===== src/rtl/core/assert_macros.svh =====
// ---------------------------------------------------------------------------
// assert_macros.svh
// Assertion macros shared by the RTL; they expand to nothing in synthesis.
// ---------------------------------------------------------------------------
`ifndef ASSERT_MACROS_SVH
`define ASSERT_MACROS_SVH

`ifndef SYNTHESIS
// Clocked property, checked only while out of reset.
`define FRG_ASSERT(label, clk, rst_n, prop, msg) \
  label: assert property (@(posedge clk) disable iff (!rst_n) prop) else $error(msg);
// Clocked property, checked during reset as well.
`define FRG_ASSERT_ALWAYS(label, clk, prop, msg) \
  label: assert property (@(posedge clk) prop) else $error(msg);
`else
`define FRG_ASSERT(label, clk, rst_n, prop, msg)
`define FRG_ASSERT_ALWAYS(label, clk, prop, msg)
`endif

`endif


===== src/rtl/core/frg_pkg.sv =====
// ---------------------------------------------------------------------------
// frg_pkg
// Controller states and the command/status groups between controller and
// datapath of the fraction reducer.
// ---------------------------------------------------------------------------
package frg_pkg;

  typedef enum logic [1:0] {
    ST_IDLE,
    ST_GCD,
    ST_DIV,
    ST_OUT
  } frg_state_t;

  typedef struct packed {
    logic load;      // capture a new operand pair
    logic gcd_step;  // one binary GCD step
    logic div_init;  // form the divisor and start the dividers
    logic div_step;  // one quotient bit for both dividers
    logic out_load;  // move the result into the output register
  } frg_cmd_t;

  typedef struct packed {
    logic gcd_done;  // one GCD operand has reached zero
    logic div_last;  // last quotient bit is being produced
  } frg_sts_t;

endpackage


===== src/rtl/core/frg_if.sv =====
// ---------------------------------------------------------------------------
// frg_if
// Valid/ready channels for operand pairs and reduced fractions.
// ---------------------------------------------------------------------------
interface frg_in_if #(
  parameter int VALUE_WIDTH = 31
) ();
  logic                   valid;
  logic                   ready;
  logic [VALUE_WIDTH-1:0] numerator;
  logic [VALUE_WIDTH-1:0] denominator;

  modport source (output valid, output numerator, output denominator, input ready);
  modport sink   (input valid, input numerator, input denominator, output ready);
endinterface

interface frg_out_if #(
  parameter int VALUE_WIDTH = 31
) ();
  logic                   valid;
  logic                   ready;
  logic [VALUE_WIDTH-1:0] reduced_numerator;
  logic [VALUE_WIDTH-1:0] reduced_denominator;
  logic [VALUE_WIDTH-1:0] common_divisor;

  modport source (output valid, output reduced_numerator, output reduced_denominator,
                  output common_divisor, input ready);
  modport sink   (input valid, input reduced_numerator, input reduced_denominator,
                  input common_divisor, output ready);
endinterface


===== src/rtl/core/frg_datapath.sv =====
// ---------------------------------------------------------------------------
// frg_datapath
// Binary GCD engine, two restoring dividers sharing one divisor, and the
// output register.
// ---------------------------------------------------------------------------
module frg_datapath #(
  parameter int VALUE_WIDTH = 31
) (
  input  logic                   clk,
  input  frg_pkg::frg_cmd_t      cmd,
  output frg_pkg::frg_sts_t      sts,
  input  logic [VALUE_WIDTH-1:0] in_numerator,
  input  logic [VALUE_WIDTH-1:0] in_denominator,
  output logic [VALUE_WIDTH-1:0] out_reduced_numerator,
  output logic [VALUE_WIDTH-1:0] out_reduced_denominator,
  output logic [VALUE_WIDTH-1:0] out_common_divisor
);

  localparam int W  = VALUE_WIDTH;
  localparam int KW = $clog2(W);
  localparam int CW = $clog2(W);

  // operands kept for the division phase
  logic [W-1:0]  num_r, den_r;
  // GCD working values and common power of two
  logic [W-1:0]  a_r, a_nxt, b_r, b_nxt;
  logic [KW-1:0] k_r, k_nxt;
  logic [W-1:0]  g_r;
  logic [W-1:0]  g_full;
  logic [W:0]    diff_ab, diff_ba;
  // divider lanes: 0 = numerator, 1 = denominator
  logic [W-1:0]  q_r   [2];
  logic [W-1:0]  q_nxt [2];
  logic [W-1:0]  rem_r [2];
  logic [W-1:0]  rem_nxt [2];
  logic [CW-1:0] cnt_r;
  logic [W-1:0]  out_num_r, out_den_r, out_gcd_r;

  assign diff_ab = {1'b0, a_r} - {1'b0, b_r};
  assign diff_ba = {1'b0, b_r} - {1'b0, a_r};

  always_comb begin
    a_nxt = a_r;
    b_nxt = b_r;
    k_nxt = k_r;
    priority if (!a_r[0] && !b_r[0]) begin
      a_nxt = a_r >> 1;
      b_nxt = b_r >> 1;
      k_nxt = k_r + 1'b1;
    end else if (!a_r[0]) begin
      a_nxt = a_r >> 1;
    end else if (!b_r[0]) begin
      b_nxt = b_r >> 1;
    end else if (!diff_ab[W]) begin
      a_nxt = diff_ab[W:1];
    end else begin
      b_nxt = diff_ba[W:1];
    end
  end

  assign g_full = (a_r | b_r) << k_r;

  assign sts.gcd_done = (a_r == '0) || (b_r == '0);
  assign sts.div_last = (cnt_r == '0);

  for (genvar i = 0; i < 2; i++) begin : g_lane
    logic [W:0] rem_sh;
    logic [W:0] trial;
    assign rem_sh = {rem_r[i], q_r[i][W-1]};
    assign trial  = rem_sh - {1'b0, g_r};
    always_comb begin
      q_nxt[i]   = {q_r[i][W-2:0], !trial[W]};
      rem_nxt[i] = trial[W] ? rem_sh[W-1:0] : trial[W-1:0];
    end
  end

  always_ff @(posedge clk) begin
    if (cmd.load) begin
      num_r <= in_numerator;
      den_r <= in_denominator;
      a_r   <= in_numerator;
      b_r   <= in_denominator;
      k_r   <= '0;
    end else if (cmd.gcd_step) begin
      a_r <= a_nxt;
      b_r <= b_nxt;
      k_r <= k_nxt;
    end
    if (cmd.div_init) begin
      g_r      <= g_full;
      q_r[0]   <= num_r;
      q_r[1]   <= den_r;
      rem_r[0] <= '0;
      rem_r[1] <= '0;
      cnt_r    <= CW'(W - 1);
    end else if (cmd.div_step) begin
      q_r[0]   <= q_nxt[0];
      q_r[1]   <= q_nxt[1];
      rem_r[0] <= rem_nxt[0];
      rem_r[1] <= rem_nxt[1];
      cnt_r    <= cnt_r - 1'b1;
    end
    if (cmd.out_load) begin
      // zero divisor marks a zero/zero input: report 0/1
      if (g_r == '0) begin
        out_num_r <= '0;
        out_den_r <= W'(1);
        out_gcd_r <= '0;
      end else begin
        out_num_r <= q_r[0];
        out_den_r <= q_r[1];
        out_gcd_r <= g_r;
      end
    end
  end

  assign out_reduced_numerator   = out_num_r;
  assign out_reduced_denominator = out_den_r;
  assign out_common_divisor      = out_gcd_r;

endmodule


===== src/rtl/core/frg_ctrl.sv =====
// ---------------------------------------------------------------------------
// frg_ctrl
// Sequencer for the fraction reducer: GCD phase, division phase, handoff to
// the output register.
// ---------------------------------------------------------------------------
`include "assert_macros.svh"

module frg_ctrl (
  input  logic              clk,
  input  logic              rst_n,
  input  logic              in_valid,
  output logic              in_ready,
  output logic              out_valid,
  input  logic              out_ready,
  output frg_pkg::frg_cmd_t cmd,
  input  frg_pkg::frg_sts_t sts
);

  frg_pkg::frg_state_t state_r, state_nxt;
  logic                out_valid_r, out_valid_nxt;
  logic                out_free;

  assign out_free = !out_valid_r || out_ready;

  always_comb begin
    state_nxt = state_r;
    unique case (state_r)
      frg_pkg::ST_IDLE: if (in_valid) state_nxt = frg_pkg::ST_GCD;
      frg_pkg::ST_GCD:  if (sts.gcd_done) state_nxt = frg_pkg::ST_DIV;
      frg_pkg::ST_DIV:  if (sts.div_last) state_nxt = frg_pkg::ST_OUT;
      frg_pkg::ST_OUT:  if (out_free) state_nxt = frg_pkg::ST_IDLE;
      default:          state_nxt = frg_pkg::ST_IDLE;
    endcase
  end

  always_comb begin
    cmd      = '0;
    in_ready = 1'b0;
    unique case (state_r)
      frg_pkg::ST_IDLE: begin
        in_ready = 1'b1;
        cmd.load = in_valid;
      end
      frg_pkg::ST_GCD: begin
        cmd.gcd_step = !sts.gcd_done;
        cmd.div_init = sts.gcd_done;
      end
      frg_pkg::ST_DIV: cmd.div_step = 1'b1;
      frg_pkg::ST_OUT: cmd.out_load = out_free;
      default: ;
    endcase
  end

  always_comb begin
    out_valid_nxt = out_valid_r;
    priority if (cmd.out_load) begin
      out_valid_nxt = 1'b1;
    end else if (out_ready) begin
      // drop the result once its transfer completes
      out_valid_nxt = 1'b0;
    end
  end

  always_ff @(posedge clk) begin
    if (!rst_n) begin
      state_r     <= frg_pkg::ST_IDLE;
      out_valid_r <= 1'b0;
    end else begin
      state_r     <= state_nxt;
      out_valid_r <= out_valid_nxt;
    end
  end

  assign out_valid = out_valid_r;

  `FRG_ASSERT(a_no_overwrite, clk, rst_n, cmd.out_load |-> (!out_valid_r || out_ready), "result overwritten before transfer")
  `FRG_ASSERT(a_single_item, clk, rst_n, (in_valid && in_ready) |=> !in_ready, "second item taken while one is in flight")
  `FRG_ASSERT(a_gcd_stops, clk, rst_n, cmd.gcd_step |-> !sts.gcd_done, "GCD stepped past termination")
  `FRG_ASSERT(a_out_follows_div, clk, rst_n, cmd.out_load |-> $past(sts.div_last) || $past(cmd.out_load == 1'b0 && state_r == frg_pkg::ST_OUT), "result loaded without finished division")
  `FRG_ASSERT_ALWAYS(a_reset_idle, clk, !rst_n |=> (state_r == frg_pkg::ST_IDLE && !out_valid_r), "reset did not clear controller")

endmodule


===== src/rtl/core/fraction_reduce_gcd.sv =====
// ---------------------------------------------------------------------------
// fraction_reduce_gcd
// Reduces a fraction to lowest terms and returns the common divisor.
// ---------------------------------------------------------------------------
// One operand pair is in work at a time. After a pair is taken, the binary GCD
// engine runs one shift or subtract-and-shift step per cycle, at most
// 2*VALUE_WIDTH steps, then two restoring dividers produce both reduced parts
// in parallel at one quotient bit per cycle. The number of GCD steps depends on
// the operands. The result waits in an output register, so the next pair is
// taken as soon as the previous result has moved there. A zero numerator gives
// 0/1 with the denominator as divisor; zero over zero gives 0/1 with divisor 0.
module fraction_reduce_gcd #(
  parameter int VALUE_WIDTH = 31
) (
  input logic clk,
  input logic rst_n,
  frg_in_if.sink    in_ch,
  frg_out_if.source out_ch
);

  frg_pkg::frg_cmd_t cmd;
  frg_pkg::frg_sts_t sts;

  frg_ctrl u_ctrl (
    .clk       (clk),
    .rst_n     (rst_n),
    .in_valid  (in_ch.valid),
    .in_ready  (in_ch.ready),
    .out_valid (out_ch.valid),
    .out_ready (out_ch.ready),
    .cmd       (cmd),
    .sts       (sts)
  );

  frg_datapath #(
    .VALUE_WIDTH (VALUE_WIDTH)
  ) u_datapath (
    .clk                     (clk),
    .cmd                     (cmd),
    .sts                     (sts),
    .in_numerator            (in_ch.numerator),
    .in_denominator          (in_ch.denominator),
    .out_reduced_numerator   (out_ch.reduced_numerator),
    .out_reduced_denominator (out_ch.reduced_denominator),
    .out_common_divisor      (out_ch.common_divisor)
  );

endmodule

===== src/flat_wrapper.sv =====
// flat-port wrapper written by rule: the top's interface ports become plain ports
module fraction_reduce_gcd_flat 
#(
  parameter int VALUE_WIDTH = 31
)
  (clk, rst_n, in_ch_valid, in_ch_numerator, in_ch_denominator, in_ch_ready, out_ch_valid, out_ch_reduced_numerator, out_ch_reduced_denominator, out_ch_common_divisor, out_ch_ready);
  frg_in_if #(.VALUE_WIDTH(VALUE_WIDTH)) in_ch_i ();
  frg_out_if #(.VALUE_WIDTH(VALUE_WIDTH)) out_ch_i ();
  input logic clk;
  input logic rst_n;
  input wire logic [$bits(in_ch_i.valid)-1:0] in_ch_valid;
  input wire logic [$bits(in_ch_i.numerator)-1:0] in_ch_numerator;
  input wire logic [$bits(in_ch_i.denominator)-1:0] in_ch_denominator;
  output wire logic [$bits(in_ch_i.ready)-1:0] in_ch_ready;
  output wire logic [$bits(out_ch_i.valid)-1:0] out_ch_valid;
  output wire logic [$bits(out_ch_i.reduced_numerator)-1:0] out_ch_reduced_numerator;
  output wire logic [$bits(out_ch_i.reduced_denominator)-1:0] out_ch_reduced_denominator;
  output wire logic [$bits(out_ch_i.common_divisor)-1:0] out_ch_common_divisor;
  input wire logic [$bits(out_ch_i.ready)-1:0] out_ch_ready;
  assign in_ch_i.valid = in_ch_valid;
  assign in_ch_i.numerator = in_ch_numerator;
  assign in_ch_i.denominator = in_ch_denominator;
  assign in_ch_ready = in_ch_i.ready;
  assign out_ch_valid = out_ch_i.valid;
  assign out_ch_reduced_numerator = out_ch_i.reduced_numerator;
  assign out_ch_reduced_denominator = out_ch_i.reduced_denominator;
  assign out_ch_common_divisor = out_ch_i.common_divisor;
  assign out_ch_i.ready = out_ch_ready;
  fraction_reduce_gcd #(.VALUE_WIDTH(VALUE_WIDTH)) u_core (.clk(clk), .rst_n(rst_n), .in_ch(in_ch_i), .out_ch(out_ch_i));
endmodule

===== config.mk =====
export PLATFORM = sky130hd
export DESIGN_NAME = fraction_reduce_gcd_flat
export DESIGN_NICKNAME = d
export VERILOG_FILES = /design/src/rtl/core/frg_pkg.sv /design/src/rtl/core/frg_if.sv /design/src/rtl/core/frg_datapath.sv /design/src/rtl/core/frg_ctrl.sv /design/src/rtl/core/fraction_reduce_gcd.sv /design/src/flat_wrapper.sv
export VERILOG_INCLUDE_DIRS = /design/src /design/src/rtl/core
export SDC_FILE = /design/constraint.sdc
export NUM_CORES = 1
export LEC_CHECK = 0
export ABC_AREA = 1
export BUFFER_PORTS_ARGS = -buffer_cell sky130_fd_sc_hd__buf_4
export CAP_MARGIN = 40
export CORE_ASPECT_RATIO = 1.5
export CORE_MARGIN = 2
export CORE_UTILIZATION = 55
export CTS_BUF_LIST = sky130_fd_sc_hd__clkbuf_8
export CTS_CLUSTER_SIZE = 10
export DETAILED_ROUTE_END_ITERATION = 16
export PLACE_DENSITY = 0.87
export SYNTH_ARGS = -nofsm -noshare
export SYNTH_HDL_FRONTEND = slang
export SYNTH_SLANG_ARGS = --single-unit

===== constraint.sdc =====
create_clock -name clk -period 5.5 [get_ports clk]
set_clock_uncertainty 0.05 [all_clocks]
set_input_delay 0.275 -clock clk [delete_from_list [all_inputs] [get_ports clk]]
set_output_delay 0.275 -clock clk [all_outputs]
set_load 0.03 [all_outputs]

==> results of run 1 <==
[final cells by class]
class | instances | area, um2
well taps | 600 | 751
clock buffers | 60 | 826
repair buffers | 245 | 2110
diodes | 1 | 2.50
flip-flops and latches | 385 | 11400
clock inverters | 48 | 417
multi-input cells | 2453 | 12300
inverters | 535 | 2010
fillers | 4224 | 17500
[Yosys cell counts, types with 13 or more instances]
master	count
nand2_1	1013
inv_1	528
nor2_1	463
edfxtp_1	372
a21oi_1	214
o21ai_0	200
ha_1	158
nand3_1	158
clkbuf_1	88
xor2_1	69
nand4_1	50
o21bai_1	22
nor3_1	18
buf_2	14
dfxtp_1	13
nor4_1	13
or2_2	13
[critical path: cells and delay by family (launching register included)]
family | cells | cell delay, ps
buffers and inverters | 2 | 990
and+or+nand+nor | 11 | 1650
AOI/OAI and AO/OA | 1 | 90
DFF | 1 | 620
[logic make-up (layout without fill, tap and decap cells)]
logic type	count (synthesis)	count (layout)
simple gates	1760	1760
buf+inv	656	888
compound gates	450	450
flops	385	385
fa+ha+maj	162	162
xor+xnor	71	71
mux	10	10
other cells	0	1
[layer usage]
layer	wire (um)	vias to the layer above
met1	29800	11260
met3	5040	389
met5	0	-
met2	45500	1094
met4	9640	0
li1	-	11570
[where the power goes]
part | switching [mW] | leakage, nW | internal (mW) | total, mW
logic | 7.58 | 9.92 | 3.15 | 10.7
clock network | 1.27 | 0.681 | 1.36 | 2.63
registers | 0.491 | 3.57 | 4.51 | 5.00
[what timing repair did]
item                                   4_1_cts  5_1_grt
endpoints found under the hold margin      127        0
hold buffers                                64        0
buffers inserted                             0        0
[registers in the layout, summed over array words and instances (netlist names)]
name / flops
u_core.u_datapath.num_r: 31
u_core.u_datapath.cnt_r: 5
u_core.u_datapath.q_r: 62
u_core.u_datapath.a_r: 31
u_core.u_datapath.out_common_divisor: 31
u_core.u_datapath.b_r: 31
u_core.u_datapath.out_reduced_denominator: 31
u_core.u_ctrl.out_valid: 1
u_core.u_datapath.den_r: 31
u_core.u_datapath.g_r: 31
u_core.u_datapath.rem_r: 62
u_core.u_datapath.out_reduced_numerator: 31
u_core.u_ctrl.state_r: 2
u_core.u_datapath.k_r: 5
[worst max path at each step]
stage,endpoint,from,slack [ps]
detailed placement,u_core.u_datapath.q_r[0][8],u_core.u_datapath.b_r[0],1800
floorplan,u_core.u_datapath.a_r[10],u_core.u_ctrl.state_r[0],480
CTS,u_core.u_datapath.rem_r[0][5],u_core.u_datapath.b_r[0],1790
global placement,u_core.u_datapath.q_r[0][8],u_core.u_datapath.b_r[0],1770
finish,u_core.u_datapath.b_r[19],u_core.u_datapath.a_r[0],1720
global route,u_core.u_datapath.q_r[0][14],u_core.u_datapath.b_r[0],1480
[metrics by stage]
stage	hold WS, ps	instance area (um2)	total power, mW	setup slack, ps	std cells
after CTS	56.2	29900	18.1	1790	4326
after global placement	419	27800	15.1	1770	4147
final	110	29900	18.3	1720	4327
after detailed placement	418	28000	15.4	1800	4154
after floorplan	324	26200	12.1	478	3494
after global routing	108	29900	19.6	1480	4327
==> impl_table.tex, run 1 <==
\begin{tabular}{lr}
\hline
Metric & Value \\
\hline
\multicolumn{2}{l}{\textbf{Run status}} \\
Status & finished clean \\
\multicolumn{2}{l}{\textbf{Hold path}} \\
WHS Path Cells & 5 \\
Sink of the worst hold path & u\_core.u\_ctrl.state\_r[0] \\
Kind of path behind the tightest hold check & input port to register \\
Hold path start & in\_ch\_valid \\
\multicolumn{2}{l}{\textbf{Worst setup path}} \\
Worst reg2reg path depth & 14 \\
Capturing point of the worst reg2reg path & u\_core.u\_datapath.b\_r[19] \\
Worst EP arrival & 4100 ps \\
Start-to-end type of the worst setup path & register to register \\
Critical path launch point type & register \\
Crit path max fanout & 25 \\
Required arrival time at the worst endpoint & 5820 ps \\
CP Capture Type & register \\
Start of the worst register-to-register path & u\_core.u\_datapath.a\_r[0] \\
Worst-path cell with the longest stage delay & edfxtp\_1 \\
Worst-path cell chain & inv\_2 > nand2\_1 > nand2\_1 > nand2\_1 > nand2\_1 > nand2\_2 > nand2\_1 > nand2\_2 > nand2\_2 > nand2\_2 > nand2\_2 > a21oi\_1 > nor2\_2 > buf\_4 \\
CP peak stage delay & 620 ps \\
Flop2flop setup slack & 1720 ps \\
\multicolumn{2}{l}{\textbf{Logic synthesis}} \\
Cell count after synthesis & 3494 \\
Compound-gate portion of the synthesized area & 8.93\% \\
Share of Yosys cell area claimed by the top area cell type & 42.6\% \\
Xor-xnor portion of the synthesized cell area & 2.37\% \\
Dominant combinational cell family by area after synthesis & simple AND/OR/NAND/NOR gates \\
Post-Synth Simple-Gate Area & 27.2\% \\
Mux contribution to synthesized area & 0.382\% \\
Synth area leaders & edfxtp\_1 43\%, nand2\_1 15\%, inv\_1 7.6\%, ha\_1 7.5\%, nor2\_1 6.6\% \\
Post-synthesis cell type count & 41 \\
Combined area of all synthesized cells & 26200 um2 \\
Yosys synthesis warning count & 0 \\
Adder and majority cell fraction of the synthesized area & 7.85\% \\
Post-synth EDFFs & 372 \\
Share of flip-flops with an asynchronous set or reset after synthesis & 0\% \\
Number of flip-flops and latches in the synthesized netlist & 385 \\
Avg Synthesized Cell Area & 7.50 um2 \\
Sequential share of the synthesized area & 43.6\% \\
Synthesized netlist net count & 3722 \\
Cell accounting for the most synthesized area & edfxtp\_1 \\
Dominant synthesized flop cell & edfxtp\_1 \\
\multicolumn{2}{l}{\textbf{STA}} \\
Period minus WS final & 3780 ps \\
Rel. slew slack & 37.6\% \\
Fin. max-slew vios & 0 \\
Portion of the clock cycle consumed by the worst path in the final layout & 68.8\% \\
Maximum achievable frequency & 264 MHz \\
Unrepaired setup endpoints after global routing & no \\
Final count of negative-setup-slack endpoints & 0 \\
Total Neg Setup Slack & 0 ps \\
Slew at the pin closest to its max-slew limit & 937 ps \\
Final Hold Fails & 0 \\
\multicolumn{2}{l}{\textbf{Global routing}} \\
Number of antenna violations at the first check in global routing & 1 \\
First-pass GRT wire length & 135000 um \\
Most congested layer reported by global routing & met2 \\
Largest net degree at the start of global routing & 87 \\
Met1 layer usage reported by global route & 35.8\% \\
Vias in the first global route & 24329 \\
GRT Resource Usage Total & 36.3\% \\
Met2 track demand over resource & 65.4\% \\
Met3 Use GR & 5.07\% \\
Grt total ovfl & 0 \\
\multicolumn{2}{l}{\textbf{Detailed routing}} \\
Final routed DRC violation total & 0 \\
Via/cell ratio & 5.62 \\
Via count of the routed design & 24313 \\
Avg WL per Cell & 20.8 um \\
First DRT Iteration DRCs & 2020 \\
Detailed Route WL & 90000 um \\
Antenna violation net count after detailed routing & 0 \\
First-pass iteration count of the detailed router & 6 \\
\multicolumn{2}{l}{\textbf{Placed design}} \\
Count of buffers inserted at the top-level ports & 160 \\
HPWL after DPL & 69200 um \\
Final weighted congestion in routability-driven placement & 1.03 \\
\multicolumn{2}{l}{\textbf{Power}} \\
Cell Pwr Density & 614 nW/um2 \\
Leakage power of the design & 14.2 nW \\
Worst IR Drop VDD & 0.394 mV \\
\multicolumn{2}{l}{\textbf{Floorplan}} \\
Initial core utilization & 55.4\% \\
Placement row count & 98 \\
Vertical die dimension & 271 um \\
I/O pins & 161 \\
Die ar. & 49500 um2 \\
Die width & 182 um \\
Placeable Area & 47300 um2 \\
\multicolumn{2}{l}{\textbf{Clock tree}} \\
CTS clk-pin slew, worst paths & 70 ps \\
\# resized after CTS & 0 \\
Clock H-tree levels & 2 \\
Source-to-sink clock delay at the later pin of the worst-skew pair & 710 ps \\
Clock tree from TritonCTS & built \\
Root buffer cell & clkbuf\_8 \\
Number of buffers added by the clock tree synthesis step & 60 \\
\# clock sinks & 385 \\
Buffers from clock root to sink, at most & 3 \\
\multicolumn{2}{l}{\textbf{Final layout}} \\
Proportion of layout cells with a drive suffix above 1 & 8.35\% \\
Fin util & 63.1\% \\
Leading cell types in the layout, fill and taps excluded & 1011 x nand2\_1, 542 x inv\_1, 460 x nor2\_1 \\
Area added between synthesis and finish & 13.9\% \\
Final layout net count & 3908 \\
Leading cell type in the layout, fill and taps excluded & nand2\_1 \\
\multicolumn{2}{l}{\textbf{Run}} \\
Maximum Capacitance Violations & 0 \\
\hline
\end{tabular}
Power figures use the tool's default switching activity.
==> run 2: changes to the inputs <==
--- a/config.mk
+++ b/config.mk
@@ -15,7 +15,7 @@
 export CTS_BUF_LIST = sky130_fd_sc_hd__clkbuf_8
 export CTS_CLUSTER_SIZE = 10
 export DETAILED_ROUTE_END_ITERATION = 16
-export PLACE_DENSITY = 0.87
+export PLACE_DENSITY = 0.84
 export SYNTH_ARGS = -nofsm -noshare
 export SYNTH_HDL_FRONTEND = slang
 export SYNTH_SLANG_ARGS = --single-unit
==> constraint.sdc (replaced) <==
create_clock -name clk -period 3.5 [get_ports clk]
set_clock_uncertainty 0.05 [all_clocks]
set_input_delay 0.175 -clock clk [delete_from_list [all_inputs] [get_ports clk]]
set_output_delay 0.175 -clock clk [all_outputs]
set_load 0.03 [all_outputs]
==> impl_table.tex, run 2 (same netlist as run 1, synthesis figures left out) <==
\begin{tabular}{lr}
\hline
Metric & Value \\
\hline
\multicolumn{2}{l}{\textbf{Clock tree}} \\
Clock tree from TritonCTS & built (unchanged) \\
\# clock sinks & 385 (unchanged) \\
Root buffer cell & clkbuf\_8 (unchanged) \\
Clock H-tree levels & 2 (unchanged) \\
Source-to-sink clock delay at the later pin of the worst-skew pair & 700 ps (was 710 ps) \\
Buffers from clock root to sink, at most & 3 (unchanged) \\
Number of buffers added by the clock tree synthesis step & 61 (was 60) \\
CTS clk-pin slew, worst paths & 80 ps (was 70 ps) \\
\multicolumn{2}{l}{\textbf{Placed design}} \\
HPWL after DPL & 76900 um (was 69200 um) \\
Final weighted congestion in routability-driven placement & 1.06 (was 1.03) \\
Count of buffers inserted at the top-level ports & 160 (unchanged) \\
\multicolumn{2}{l}{\textbf{Detailed routing}} \\
Via/cell ratio & 5.59 (was 5.62) \\
Detailed Route WL & 98400 um (was 90000 um) \\
Avg WL per Cell & 22.5 um (was 20.8 um) \\
First DRT Iteration DRCs & 1826 (was 2020) \\
Via count of the routed design & 24407 (was 24313) \\
Final routed DRC violation total & 0 (unchanged) \\
Antenna violation net count after detailed routing & 0 (unchanged) \\
First-pass iteration count of the detailed router & 6 (unchanged) \\
\multicolumn{2}{l}{\textbf{Global routing}} \\
Number of antenna violations at the first check in global routing & 4 (was 1) \\
Grt total ovfl & 0 (unchanged) \\
Largest net degree at the start of global routing & 72 (was 87) \\
Vias in the first global route & 24895 (was 24329) \\
First-pass GRT wire length & 145000 um (was 135000 um) \\
GRT Resource Usage Total & 39.7\% (was 36.3\%) \\
\multicolumn{2}{l}{\textbf{Worst setup path}} \\
CP Capture Type & register (unchanged) \\
Start of the worst register-to-register path & u\_core.u\_datapath.a\_r[0] (unchanged) \\
Start-to-end type of the worst setup path & register to register (unchanged) \\
Required arrival time at the worst endpoint & 3870 ps (was 5820 ps) \\
Critical path launch point type & register (unchanged) \\
Critical path origin & u\_core.u\_datapath.a\_r[0] (unchanged) \\
Crit path max fanout & 12 (was 25) \\
Worst reg2reg path depth & 16 (was 14) \\
Worst EP arrival & 3670 ps (was 4100 ps) \\
\multicolumn{2}{l}{\textbf{STA}} \\
Portion of the clock cycle consumed by the worst path in the final layout & 94.3\% (was 68.8\%) \\
Total Neg Setup Slack & 0 ps (unchanged) \\
Final Hold Fails & 0 (unchanged) \\
Maximum achievable frequency & 303 MHz (was 264 MHz) \\
Period minus WS final & 3300 ps (was 3780 ps) \\
Hold Slack & 166 ps (was 110 ps) \\
Slew at the pin closest to its max-slew limit & 914 ps (was 937 ps) \\
Rel. slew slack & 38.4\% (was 37.6\%) \\
Unrepaired setup endpoints after global routing & no (unchanged) \\
Fin. max-slew vios & 0 (unchanged) \\
Final count of negative-setup-slack endpoints & 0 (unchanged) \\
\multicolumn{2}{l}{\textbf{Power}} \\
Cell Pwr Density & 984 nW/um2 (was 614 nW/um2) \\
Leakage power of the design & 14.4 nW (was 14.2 nW) \\
Total power draw & 29.7 mW (was 18.3 mW) \\
Worst IR Drop VDD & 0.740 mV (was 0.394 mV) \\
\multicolumn{2}{l}{\textbf{Run status}} \\
Status & finished clean (unchanged) \\
\multicolumn{2}{l}{\textbf{Final layout}} \\
Largest registers & u\_core.u\_datapath.q\_r (62), u\_core.u\_datapath.rem\_r (62) (unchanged) \\
Area added between synthesis and finish & 15.3\% (was 13.9\%) \\
Fin util & 63.9\% (was 63.1\%) \\
Leading cell types in the layout, fill and taps excluded & 1011 x nand2\_1, 545 x inv\_1, 460 x nor2\_1 (was 1011 x nand2\_1, 542 x inv\_1, 460 x nor2\_1) \\
Leading cell type in the layout, fill and taps excluded & nand2\_1 (unchanged) \\
Final layout net count & 3946 (was 3908) \\
Proportion of layout cells with a drive suffix above 1 & 9.24\% (was 8.35\%) \\
\multicolumn{2}{l}{\textbf{Floorplan}} \\
Placeable Area & 47300 um2 (unchanged) \\
I/O pins & 161 (unchanged) \\
Vertical die dimension & 271 um (unchanged) \\
Die width & 182 um (unchanged) \\
Die ar. & 49500 um2 (unchanged) \\
Initial core utilization & 55.4\% (unchanged) \\
Placement row count & 98 (unchanged) \\
\multicolumn{2}{l}{\textbf{Hold path}} \\
Kind of path behind the tightest hold check & input port to register (unchanged) \\
Hold path start & in\_ch\_numerator[11] (was in\_ch\_valid) \\
WHS Path Cells & 2 (was 5) \\
\multicolumn{2}{l}{\textbf{Run}} \\
Maximum Capacitance Violations & 0 (unchanged) \\
\hline
\end{tabular}
==> run 2: final timing paths <==
kind	end	slack [ps]
setup / recovery	u_core.u_datapath.a_r[27]	200
hold / removal	u_core.u_datapath.num_r[11]	170
setup reg to reg	u_core.u_datapath.a_r[27]	200
hold reg to reg	u_core.u_datapath.out_common_divisor[12]	420
==> run 2: through the flow <==
stage               cell area (um2)  setup WS (ps)  instances
finish                        30200            198       4369
global route                  30200           45.9       4368
CTS                           30200            278       4367
detailed placement            28300            339       4189
global placement              28200            330       4188
floorplan                     26200           87.9       3494
==> run 2: critical path: stages, from the launching register on <==
cell and delay [ps]:
edfxtp_1 730, inv_2 80, nand2_1 170, inv_1 120, fa_1 420, inv_1 130
nand2_1 70, nand3_1 210, nand2_1 90, nand3_1 230, nand2_1 160, nand3_1 100
nand2_1 50, nand2_1 70, nor2_1 60, nor2_1 200, nor2_1 70
==> run 2: what timing repair did <==
item | 4_1_cts | 5_1_grt
endpoints found under the hold margin | 129 | 0
setup buffers | 0 | 0
hold buffers | 66 | 0
setup endpoints to repair | 0 | 0
resized for setup | 0 | 0
==> run 2: routing by layer <==
layer | up-vias | wire length [um] | track usage (%)
met5 | - | 18 | 0
met4 | 2 | 10900 | 36.8
met3 | 426 | 5330 | 7.02
met2 | 968 | 50700 | 72.9
met1 | 11359 | 31400 | 36.7
li1 | 11652 | - | -
==> run 2: layout make-up <==
class / count / area, um2
fillers: 4302 / 17100
inverters: 535 / 2010
clock buffers: 68 / 936
well taps: 600 / 751
repair buffers: 282 / 2410
clock inverters: 44 / 370
multi-input cells: 2453 / 12300
flip-flops and latches: 385 / 11400
diodes: 2 / 5.00
==> run 2: where the power goes <==
group	switching [mW]	total, mW	internal, mW
clock	1.97	4.27	2.29
sequential	0.765	7.83	7.07
combinational	12.4	17.6	5.24
